### src/design/mlfd_pkg.sv
package mlfd_pkg;

    localparam int unsigned MAX_FRAME_BYTES = 524288;
    localparam logic [31:0] FRAME_CAP = 32'(MAX_FRAME_BYTES - 4);

    localparam int unsigned CFG_INDEX_W = 1;
    localparam int unsigned CFG_DATA_W = 32;

    localparam logic [CFG_INDEX_W-1:0] REG_MAGIC_PATTERN = 1'd0;
    localparam logic [CFG_INDEX_W-1:0] REG_MAX_BODY_LEN = 1'd1;

    localparam logic [31:0] MAGIC_RESET = 32'h55AA_55AA;
    localparam logic [18:0] MAX_BODY_LEN_RESET = 19'd524284;

    localparam int unsigned QUEUE_DEPTH = 2;
    localparam int unsigned QUEUE_PTR_W = $clog2(QUEUE_DEPTH);
    localparam int unsigned QUEUE_CNT_W = $clog2(QUEUE_DEPTH + 1);

    typedef enum logic [2:0] {
        PH_SYNC = 3'b001,
        PH_LEN  = 3'b010,
        PH_BODY = 3'b100
    } phase_t;

    typedef enum logic [1:0] {
        KIND_HEADER = 2'd0,
        KIND_BODY   = 2'd1,
        KIND_REJECT = 2'd2,
        KIND_ABORT  = 2'd3
    } kind_t;

    typedef struct packed {
        kind_t       kind;
        logic [7:0]  data_byte;
        logic [18:0] body_offset;
        logic [31:0] declared_len;
        logic        frame_last;
    } result_t;

endpackage

### src/design/mlfd_front.sv
module mlfd_front (
    input  logic                                clk,
    input  logic                                rst_n,
    input  logic                                cfg_write,
    input  logic [mlfd_pkg::CFG_INDEX_W-1:0]    cfg_index,
    input  logic [mlfd_pkg::CFG_DATA_W-1:0]     cfg_data,
    input  logic                                accept,
    input  logic [7:0]                          rx_byte,
    output logic                                push,
    output mlfd_pkg::result_t                   push_data
);
    import mlfd_pkg::*;

    logic [31:0] magic_pattern_reg;
    logic [18:0] max_body_len_reg;

    phase_t      phase_reg, phase_next;
    logic [31:0] sync_window_reg, sync_window_next;
    logic [1:0]  header_count_reg, header_count_next;
    logic [31:0] length_accum_reg, length_accum_next;
    logic [18:0] body_count_reg, body_count_next;

    logic [31:0] shifted_window;
    logic [31:0] assembled_len;
    logic [31:0] length_limit;
    logic        body_done;

    assign shifted_window = {rx_byte, sync_window_reg[31:8]};
    assign assembled_len = length_accum_reg | ({24'd0, rx_byte} << {header_count_reg, 3'd0});
    assign length_limit = ({13'd0, max_body_len_reg} < FRAME_CAP)
                        ? {13'd0, max_body_len_reg} : FRAME_CAP;
    assign body_done = (({13'd0, body_count_reg} + 32'd1) >= length_accum_reg);

    always_ff @(posedge clk or negedge rst_n)
    begin
        if (!rst_n)
        begin
            magic_pattern_reg <= MAGIC_RESET;
            max_body_len_reg <= MAX_BODY_LEN_RESET;
        end
        else if (cfg_write)
        begin
            unique case (cfg_index)
                REG_MAGIC_PATTERN: magic_pattern_reg <= cfg_data;
                REG_MAX_BODY_LEN:  max_body_len_reg <= cfg_data[18:0];
                default:           ;
            endcase
        end
    end

    always_comb
    begin
        phase_next = phase_reg;
        sync_window_next = sync_window_reg;
        header_count_next = header_count_reg;
        length_accum_next = length_accum_reg;
        body_count_next = body_count_reg;
        push = 1'b0;
        push_data = '{kind: KIND_HEADER, data_byte: 8'd0, body_offset: 19'd0,
                      declared_len: 32'd0, frame_last: 1'b0};
        if (accept)
        begin
            unique case (phase_reg)
                PH_LEN:
                begin
                    length_accum_next = assembled_len;
                    header_count_next = header_count_reg + 2'd1;
                    if (header_count_reg == 2'd3)
                    begin
                        push = 1'b1;
                        push_data.declared_len = assembled_len;
                        if (assembled_len > length_limit)
                        begin
                            push_data.kind = KIND_REJECT;
                            sync_window_next = 32'd0;
                            phase_next = PH_SYNC;
                        end
                        else if (assembled_len == 32'd0)
                        begin
                            push_data.frame_last = 1'b1;
                            sync_window_next = 32'd0;
                            phase_next = PH_SYNC;
                        end
                        else
                        begin
                            body_count_next = 19'd0;
                            phase_next = PH_BODY;
                        end
                    end
                end
                PH_BODY:
                begin
                    push = 1'b1;
                    push_data.body_offset = body_count_reg;
                    if (shifted_window == magic_pattern_reg)
                    begin
                        push_data.kind = KIND_ABORT;
                        sync_window_next = 32'd0;
                        header_count_next = 2'd0;
                        length_accum_next = 32'd0;
                        phase_next = PH_LEN;
                    end
                    else
                    begin
                        push_data.kind = KIND_BODY;
                        push_data.data_byte = rx_byte;
                        push_data.frame_last = body_done;
                        body_count_next = body_count_reg + 19'd1;
                        if (body_done)
                        begin
                            sync_window_next = 32'd0;
                            phase_next = PH_SYNC;
                        end
                        else
                        begin
                            sync_window_next = shifted_window;
                        end
                    end
                end
                default:
                begin
                    phase_next = PH_SYNC;
                    sync_window_next = shifted_window;
                    if (shifted_window == magic_pattern_reg)
                    begin
                        phase_next = PH_LEN;
                        header_count_next = 2'd0;
                        length_accum_next = 32'd0;
                    end
                end
            endcase
        end
    end

    always_ff @(posedge clk or negedge rst_n)
    begin
        if (!rst_n)
        begin
            phase_reg <= PH_SYNC;
            sync_window_reg <= 32'd0;
            header_count_reg <= 2'd0;
            length_accum_reg <= 32'd0;
            body_count_reg <= 19'd0;
        end
        else
        begin
            phase_reg <= phase_next;
            sync_window_reg <= sync_window_next;
            header_count_reg <= header_count_next;
            length_accum_reg <= length_accum_next;
            body_count_reg <= body_count_next;
        end
    end

    a_count_only_in_len: assert property (@(posedge clk) disable iff (!rst_n)
        (header_count_reg != 2'd0) |-> (phase_reg == PH_LEN))
        else $error("Header byte count is nonzero outside the length phase.");

    a_body_len_nonzero: assert property (@(posedge clk) disable iff (!rst_n)
        (phase_reg == PH_BODY) |-> (length_accum_reg != 32'd0))
        else $error("Body phase entered with a zero length.");

    a_body_within_len: assert property (@(posedge clk) disable iff (!rst_n)
        (phase_reg == PH_BODY) |-> ({13'd0, body_count_reg} < length_accum_reg))
        else $error("Body offset reached the declared length without ending the frame.");

endmodule

### src/design/mlfd_queue.sv
module mlfd_queue (
    input  logic               clk,
    input  logic               rst_n,
    input  logic               push,
    input  mlfd_pkg::result_t  push_data,
    input  logic               pop,
    output logic               full,
    output logic               not_empty,
    output mlfd_pkg::result_t  head
);
    import mlfd_pkg::*;

    result_t                entries [QUEUE_DEPTH];
    logic [QUEUE_PTR_W-1:0] wr_ptr_reg;
    logic [QUEUE_PTR_W-1:0] rd_ptr_reg;
    logic [QUEUE_CNT_W-1:0] count_reg;

    assign full = (count_reg == QUEUE_CNT_W'(QUEUE_DEPTH));
    assign not_empty = (count_reg != '0);
    assign head = entries[rd_ptr_reg];

    always_ff @(posedge clk)
    begin
        if (push)
        begin
            entries[wr_ptr_reg] <= push_data;
        end
    end

    always_ff @(posedge clk or negedge rst_n)
    begin
        if (!rst_n)
        begin
            wr_ptr_reg <= '0;
            rd_ptr_reg <= '0;
            count_reg <= '0;
        end
        else
        begin
            if (push)
            begin
                wr_ptr_reg <= (wr_ptr_reg == QUEUE_PTR_W'(QUEUE_DEPTH - 1))
                            ? '0 : wr_ptr_reg + 1'b1;
            end
            if (pop)
            begin
                rd_ptr_reg <= (rd_ptr_reg == QUEUE_PTR_W'(QUEUE_DEPTH - 1))
                            ? '0 : rd_ptr_reg + 1'b1;
            end
            if (push && !pop)
            begin
                count_reg <= count_reg + 1'b1;
            end
            else if (pop && !push)
            begin
                count_reg <= count_reg - 1'b1;
            end
        end
    end

    a_no_overflow: assert property (@(posedge clk) disable iff (!rst_n)
        push |-> !full)
        else $error("Result written into a full queue.");

    a_no_underflow: assert property (@(posedge clk) disable iff (!rst_n)
        pop |-> not_empty)
        else $error("Result taken from an empty queue.");

    a_count_bound: assert property (@(posedge clk) disable iff (!rst_n)
        count_reg <= QUEUE_CNT_W'(QUEUE_DEPTH))
        else $error("Queue occupancy exceeds its depth.");

endmodule

### src/design/mlfd_back.sv
module mlfd_back (
    input  logic               clk,
    input  logic               rst_n,
    input  logic               not_empty,
    input  mlfd_pkg::result_t  head,
    output logic               pop,
    input  logic               out_stall,
    output logic               out_valid,
    output mlfd_pkg::result_t  out_data
);
    import mlfd_pkg::*;

    logic    out_valid_reg;
    result_t out_data_reg;

    assign pop = not_empty && (!out_valid_reg || !out_stall);
    assign out_valid = out_valid_reg;
    assign out_data = out_data_reg;

    always_ff @(posedge clk)
    begin
        if (pop)
        begin
            out_data_reg <= head;
        end
    end

    always_ff @(posedge clk or negedge rst_n)
    begin
        if (!rst_n)
        begin
            out_valid_reg <= 1'b0;
        end
        else if (pop)
        begin
            out_valid_reg <= 1'b1;
        end
        else if (!out_stall)
        begin
            out_valid_reg <= 1'b0;
        end
    end

    a_load_only_when_free: assert property (@(posedge clk) disable iff (!rst_n)
        (out_valid_reg && out_stall) |-> !pop)
        else $error("Output register reloaded while its transaction is stalled.");

    a_drain_without_queue: assert property (@(posedge clk) disable iff (!rst_n)
        (out_valid_reg && !out_stall && !not_empty) |=> !out_valid_reg)
        else $error("Output stayed valid after its transaction with no result queued.");

    a_pending_fills: assert property (@(posedge clk) disable iff (!rst_n)
        (!out_valid_reg && not_empty) |=> out_valid_reg)
        else $error("Queued result not moved into an empty output register.");

endmodule

### src/design/magic_length_frame_deframer_top.sv
// Each result is written into the result queue and then loaded into the output
// register. Throughput: one byte per cycle while the result queue is not full.
// Each byte is classified in a single front-end update.
// A two-entry result queue and an output register let input and output stall apart.
// Reset is asynchronous and active low: search phase, empty window, configuration
// registers at their reset values, queue and output register empty.
module magic_length_frame_deframer_top (
    input  logic                                clk,
    input  logic                                rst_n,
    input  logic                                cfg_write,
    input  logic [mlfd_pkg::CFG_INDEX_W-1:0]    cfg_index,
    input  logic [mlfd_pkg::CFG_DATA_W-1:0]     cfg_data,
    input  logic                                in_valid,
    output logic                                in_stall,
    input  logic [7:0]                          rx_byte,
    output logic                                out_valid,
    input  logic                                out_stall,
    output logic [1:0]                          kind,
    output logic [7:0]                          data_byte,
    output logic [18:0]                         body_offset,
    output logic [31:0]                         declared_len,
    output logic                                frame_last
);
    import mlfd_pkg::*;

    logic    accept;
    logic    push;
    result_t push_data;
    logic    pop;
    logic    full;
    logic    not_empty;
    result_t head;
    result_t out_data;

    assign in_stall = full;
    assign accept = in_valid && !full;

    mlfd_front u_front (
        .clk       (clk),
        .rst_n     (rst_n),
        .cfg_write (cfg_write),
        .cfg_index (cfg_index),
        .cfg_data  (cfg_data),
        .accept    (accept),
        .rx_byte   (rx_byte),
        .push      (push),
        .push_data (push_data)
    );

    mlfd_queue u_queue (
        .clk       (clk),
        .rst_n     (rst_n),
        .push      (push),
        .push_data (push_data),
        .pop       (pop),
        .full      (full),
        .not_empty (not_empty),
        .head      (head)
    );

    mlfd_back u_back (
        .clk       (clk),
        .rst_n     (rst_n),
        .not_empty (not_empty),
        .head      (head),
        .pop       (pop),
        .out_stall (out_stall),
        .out_valid (out_valid),
        .out_data  (out_data)
    );

    assign kind = out_data.kind;
    assign data_byte = out_data.data_byte;
    assign body_offset = out_data.body_offset;
    assign declared_len = out_data.declared_len;
    assign frame_last = out_data.frame_last;

endmodule

### config.mk
export PLATFORM = sky130hd
export DESIGN_NAME = magic_length_frame_deframer_top
export DESIGN_NICKNAME = d
export VERILOG_FILES = /design/src/design/mlfd_pkg.sv /design/src/design/mlfd_front.sv /design/src/design/mlfd_queue.sv /design/src/design/mlfd_back.sv /design/src/design/magic_length_frame_deframer_top.sv
export SDC_FILE = /design/constraint.sdc
export NUM_CORES = 1
export LEC_CHECK = 0
export ABC_CLOCK_PERIOD_IN_PS = 6100
export BUFFER_PORTS_ARGS = -buffer_cell sky130_fd_sc_hd__clkbuf_2
export CAP_MARGIN = 20
export CORE_ASPECT_RATIO = 0.9
export CORE_MARGIN = 3
export CORE_UTILIZATION = 55
export CTS_BUF_LIST = sky130_fd_sc_hd__clkbuf_2 sky130_fd_sc_hd__clkbuf_4 sky130_fd_sc_hd__clkbuf_8
export DETAILED_ROUTE_END_ITERATION = 16
export PLACE_DENSITY = 0.74
export SLEW_MARGIN = 40
export SYNTH_ARGS = -nofsm -noshare
export SYNTH_HDL_FRONTEND = slang
export SYNTH_SLANG_ARGS = --single-unit
export TNS_END_PERCENT = 5
### constraint.sdc
create_clock -name clk -period 6.1 [get_ports clk]
set_input_delay 1.22 -clock clk [delete_from_list [all_inputs] [get_ports clk]]
set_output_delay 1.22 -clock clk [all_outputs]
set_load 0.1 [all_outputs]
==> results.txt <==
Crit path capture type: flip-flop
Hold WC Path Type: flip-flop to flip-flop
Total CTS buffers: 51
Critical setup path kind: flip-flop to flip-flop
Yosys cell types: 61
Fmax: 239 MHz
Area growth syn-to-layout: 13.2%
Yosys reg bits: 322
Critical Path Start: u_front.body_count_reg[0]$_DFFE_PN0P_
Die Ht: 158 um
Global-route wire length before repair: 46,100 um
Gate power share: 32.7%
Psw: 2850 uW
Sequential power share: 40.6%
Hold Crit Depth: 1
Status: completed
Starting Density: 56.3%
Die Wd: 175 um
RSZ-0062 raised after global routing: false
Setup TNS: 0 ns
Clock Skew: 0.0337 ns
Final WL: 28,600 um
Via density: 5.61
Syn nets: 1,146
Relative slew slack: 48.3%
Max H-tree Level: 2
Least-Margin Pin Slew: 0.774 ns
Final period util: 68.7%
Largest register FFs: 124
FF-to-FF Start: u_front.body_count_reg[0]$_DFFE_PN0P_
Detail Route Antenna Nets: 0
I/O pin total: 110
Critical Path AT: 4.63 ns
Largest stage delay on the critical path: 0.46 ns
CP bufs+invs: 1
Ys flop type: edfxtp_1
Pin count of the biggest net entering global routing: 63
Worst hold slack: 0.507 ns
TritonCTS Sinks: 322
Fin util: 63.7%
DR DRC count: 0
Cell Pwr Density: 449 mW/mm^2
Postcts setup bufs: 0
Core Region: 0.0253 mm^2
Syn Std Cell Area: 0.0142 mm^2
Vias post-DR: 8,768
Max VDD drop: 0.344 mV
Initial antenna violation count: 0
Final setup viols: 0
Post-cts resize count: 0
LEAKAGE: 0.00662 uW
Gpl congestion: 0.938
Internal power: 4370 uW
Req. time, crit path: 6.54 ns
Number of global-route vias before repair: 8,609
Nets: 1,266
Crit path max-delay cell type: dfrtp_1
Maximum root-to-sink buffer count: 3
Switch share: 39.5%
Pwr Total: 7220 uW
Iteration-0 DRC Markers: 690
Max Cap Viol: 0
Area of the die: 0.0278 mm^2
TritonCTS clock tree: built
Syn Area/Cell: 13.4 um^2
Clock share of power: 26.7%
Final Max Slew Viols: 0
Final hold vios: 0
Flop2flop setup slack: 1.91 ns
Final min period: 4.19 ns
CTS Hold Bufs: 0
Port Buffers: 109
Clock root buffer: clkbuf_8
Clk_lat worst skew: 0.57 ns
EDFF count, synth: 186
CP Depth: 16
Yosys warnings: 0
Crit-path leading delay family: simple AND/OR/NAND/NOR gates
Dpl hpwl: 19,500 um
Peak fanout along the critical path: 24
First-pass DRT Iterations: 6
CP cell instances: ha_1 > and3_1 > nand2_1 > nor2_1 > nand2_1 > nor2_1 > xor2_1 > ha_1 > nand4_1 > nor3_1 > o2111ai_1 > a31oi_1 > nand3b_1 > a21oi_1 > buf_4 > a22o_1
Cell Rows: 55
R2R cell count: 16
Routed len/inst: 18.3 um
Worst Setup Start Kind: flip-flop
Post-Synthesis Cells: 1,058
Post-synth ARST share: 42.2%
Worst-path clk slew: 0.06 ns
Crit path to: u_front.sync_window_reg[10]$_DFFE_PN0P_
N_diodes: 0
Critical R2R Capture: u_front.sync_window_reg[10]$_DFFE_PN0P_
Total GRT Usage: 20.8%
Grt ovf: 0
Sequential share of the synthesized area: 63.6%
Layout cell share with drive strength beyond 1: 31.5%
power by group through the flow:
stage | clock network [uW] | logic, uW | registers, uW
final | 1920 | 2360 | 2930
after global routing | 2070 | 2480 | 2970
after CTS | 1960 | 2380 | 2930
after detailed placement | 0 | 2370 | 2970
after global placement | 0 | 2360 | 2960
after floorplan | 0 | 674 | 4290
layout make-up:
class / instances / area, um^2
Tap cell: 342 / 428
Inverter: 60 / 225
Timing Repair Buffer: 118 / 623
Multi-Input combinational cell: 625 / 4660
Clock buffer: 85 / 1000
Sequential cell: 322 / 9030
Fill cell: 1927 / 9180
Clock inverter: 11 / 106
worst register-to-register path, delay by kind of cell, from the launching register on:
family	cells	cell delay, ns
xor+xnor	1	0.11
compound gates	4	0.85
buf+inv	1	0.23
fa+ha+maj	2	0.57
simple gates	8	1.86
flops	1	0.46
cell usage after synthesis, drive strengths merged, types with 7 or more instances:
cell type	instances	area [um^2]
a21oi	81	432
a22o	25	220
a31oi	16	145
and2	8	50.1
and3	32	201
buf	21	166
clkbuf	30	143
dfrtp	102	2550
dfstp	34	893
edfxtp	186	5590
ha	42	526
inv	60	225
mux2	115	1290
nand2	52	198
nand3	14	70.1
nand4	13	81.3
nor2	69	259
nor3	7	40.0
nor4	17	106
o21ai	33	173
xnor2	10	87.6
xor2	43	377
worst min path at each step:
stage / endpoint / slack [ns] / startpoint
final: u_queue.count_reg[1]$_DFFE_PN0P_ / 0.51 / u_queue.count_reg[1]$_DFFE_PN0P_
after detailed placement: u_queue.count_reg[1]$_DFFE_PN0P_ / 0.50 / u_queue.count_reg[1]$_DFFE_PN0P_
after global routing: u_front.length_accum_reg[22]$_DFFE_PN0P_ / 0.54 / u_front.length_accum_reg[22]$_DFFE_PN0P_
after CTS: u_queue.count_reg[1]$_DFFE_PN0P_ / 0.51 / u_queue.count_reg[1]$_DFFE_PN0P_
after floorplan: u_front.max_body_len_reg[0]$_DFFE_PN0P_ / 0.47 / u_front.max_body_len_reg[0]$_DFFE_PN0P_
after global placement: u_front.max_body_len_reg[1]$_DFFE_PN0P_ / 0.49 / u_front.max_body_len_reg[1]$_DFFE_PN0P_
kinds of logic (layout without fill, tap and decap cells):
group | count (synthesis) | after routing | synth area share, %
flops | 322 | 322 | 63.6
simple gates | 235 | 235 | 8.26
compound gates | 179 | 179 | 8.26
mux | 116 | 116 | 9.19
buf+inv | 111 | 274 | 3.76
xor+xnor | 53 | 53 | 3.27
fa+ha+maj | 42 | 42 | 3.70
through the flow:
step / instance area [um^2] / std cells / worst slack, ns
6_report: 16100 / 1563 / 1.91
5_1_grt: 16100 / 1563 / 1.63
4_1_cts: 16100 / 1563 / 1.93
3_5_place_dp: 15000 / 1467 / 1.74
3_3_place_gp: 15000 / 1467 / 1.72
2_1_floorplan: 14200 / 1058 / 0.986
per-layer routing:
layer | global-route usage (%) | share of wire [%] | vias up
met5 | 0 | 0 | -
met4 | 6.37 | 2.2 | 0
met3 | 3.53 | 6.6 | 58
met2 | 32.9 | 46 | 311
met1 | 30.1 | 45 | 4307
li1 | - | - | 4092
layout by cell type, fill, tap and decap left out, types with 34 or more instances in the layout:
master | Yosys | layout
nand2_1 | 51 | 49
mux2_2 | 115 | 115
inv_1 | 60 | 59
xor2_1 | 43 | 43
edfxtp_1 | 186 | 186
dfstp_2 | 34 | 34
clkbuf_8 | 3 | 58
nor2_1 | 69 | 68
a21oi_1 | 76 | 76
dfrtp_1 | 102 | 101
clkbuf_2 | 0 | 108
ha_1 | 42 | 42
Power figures use the tool's default switching activity.
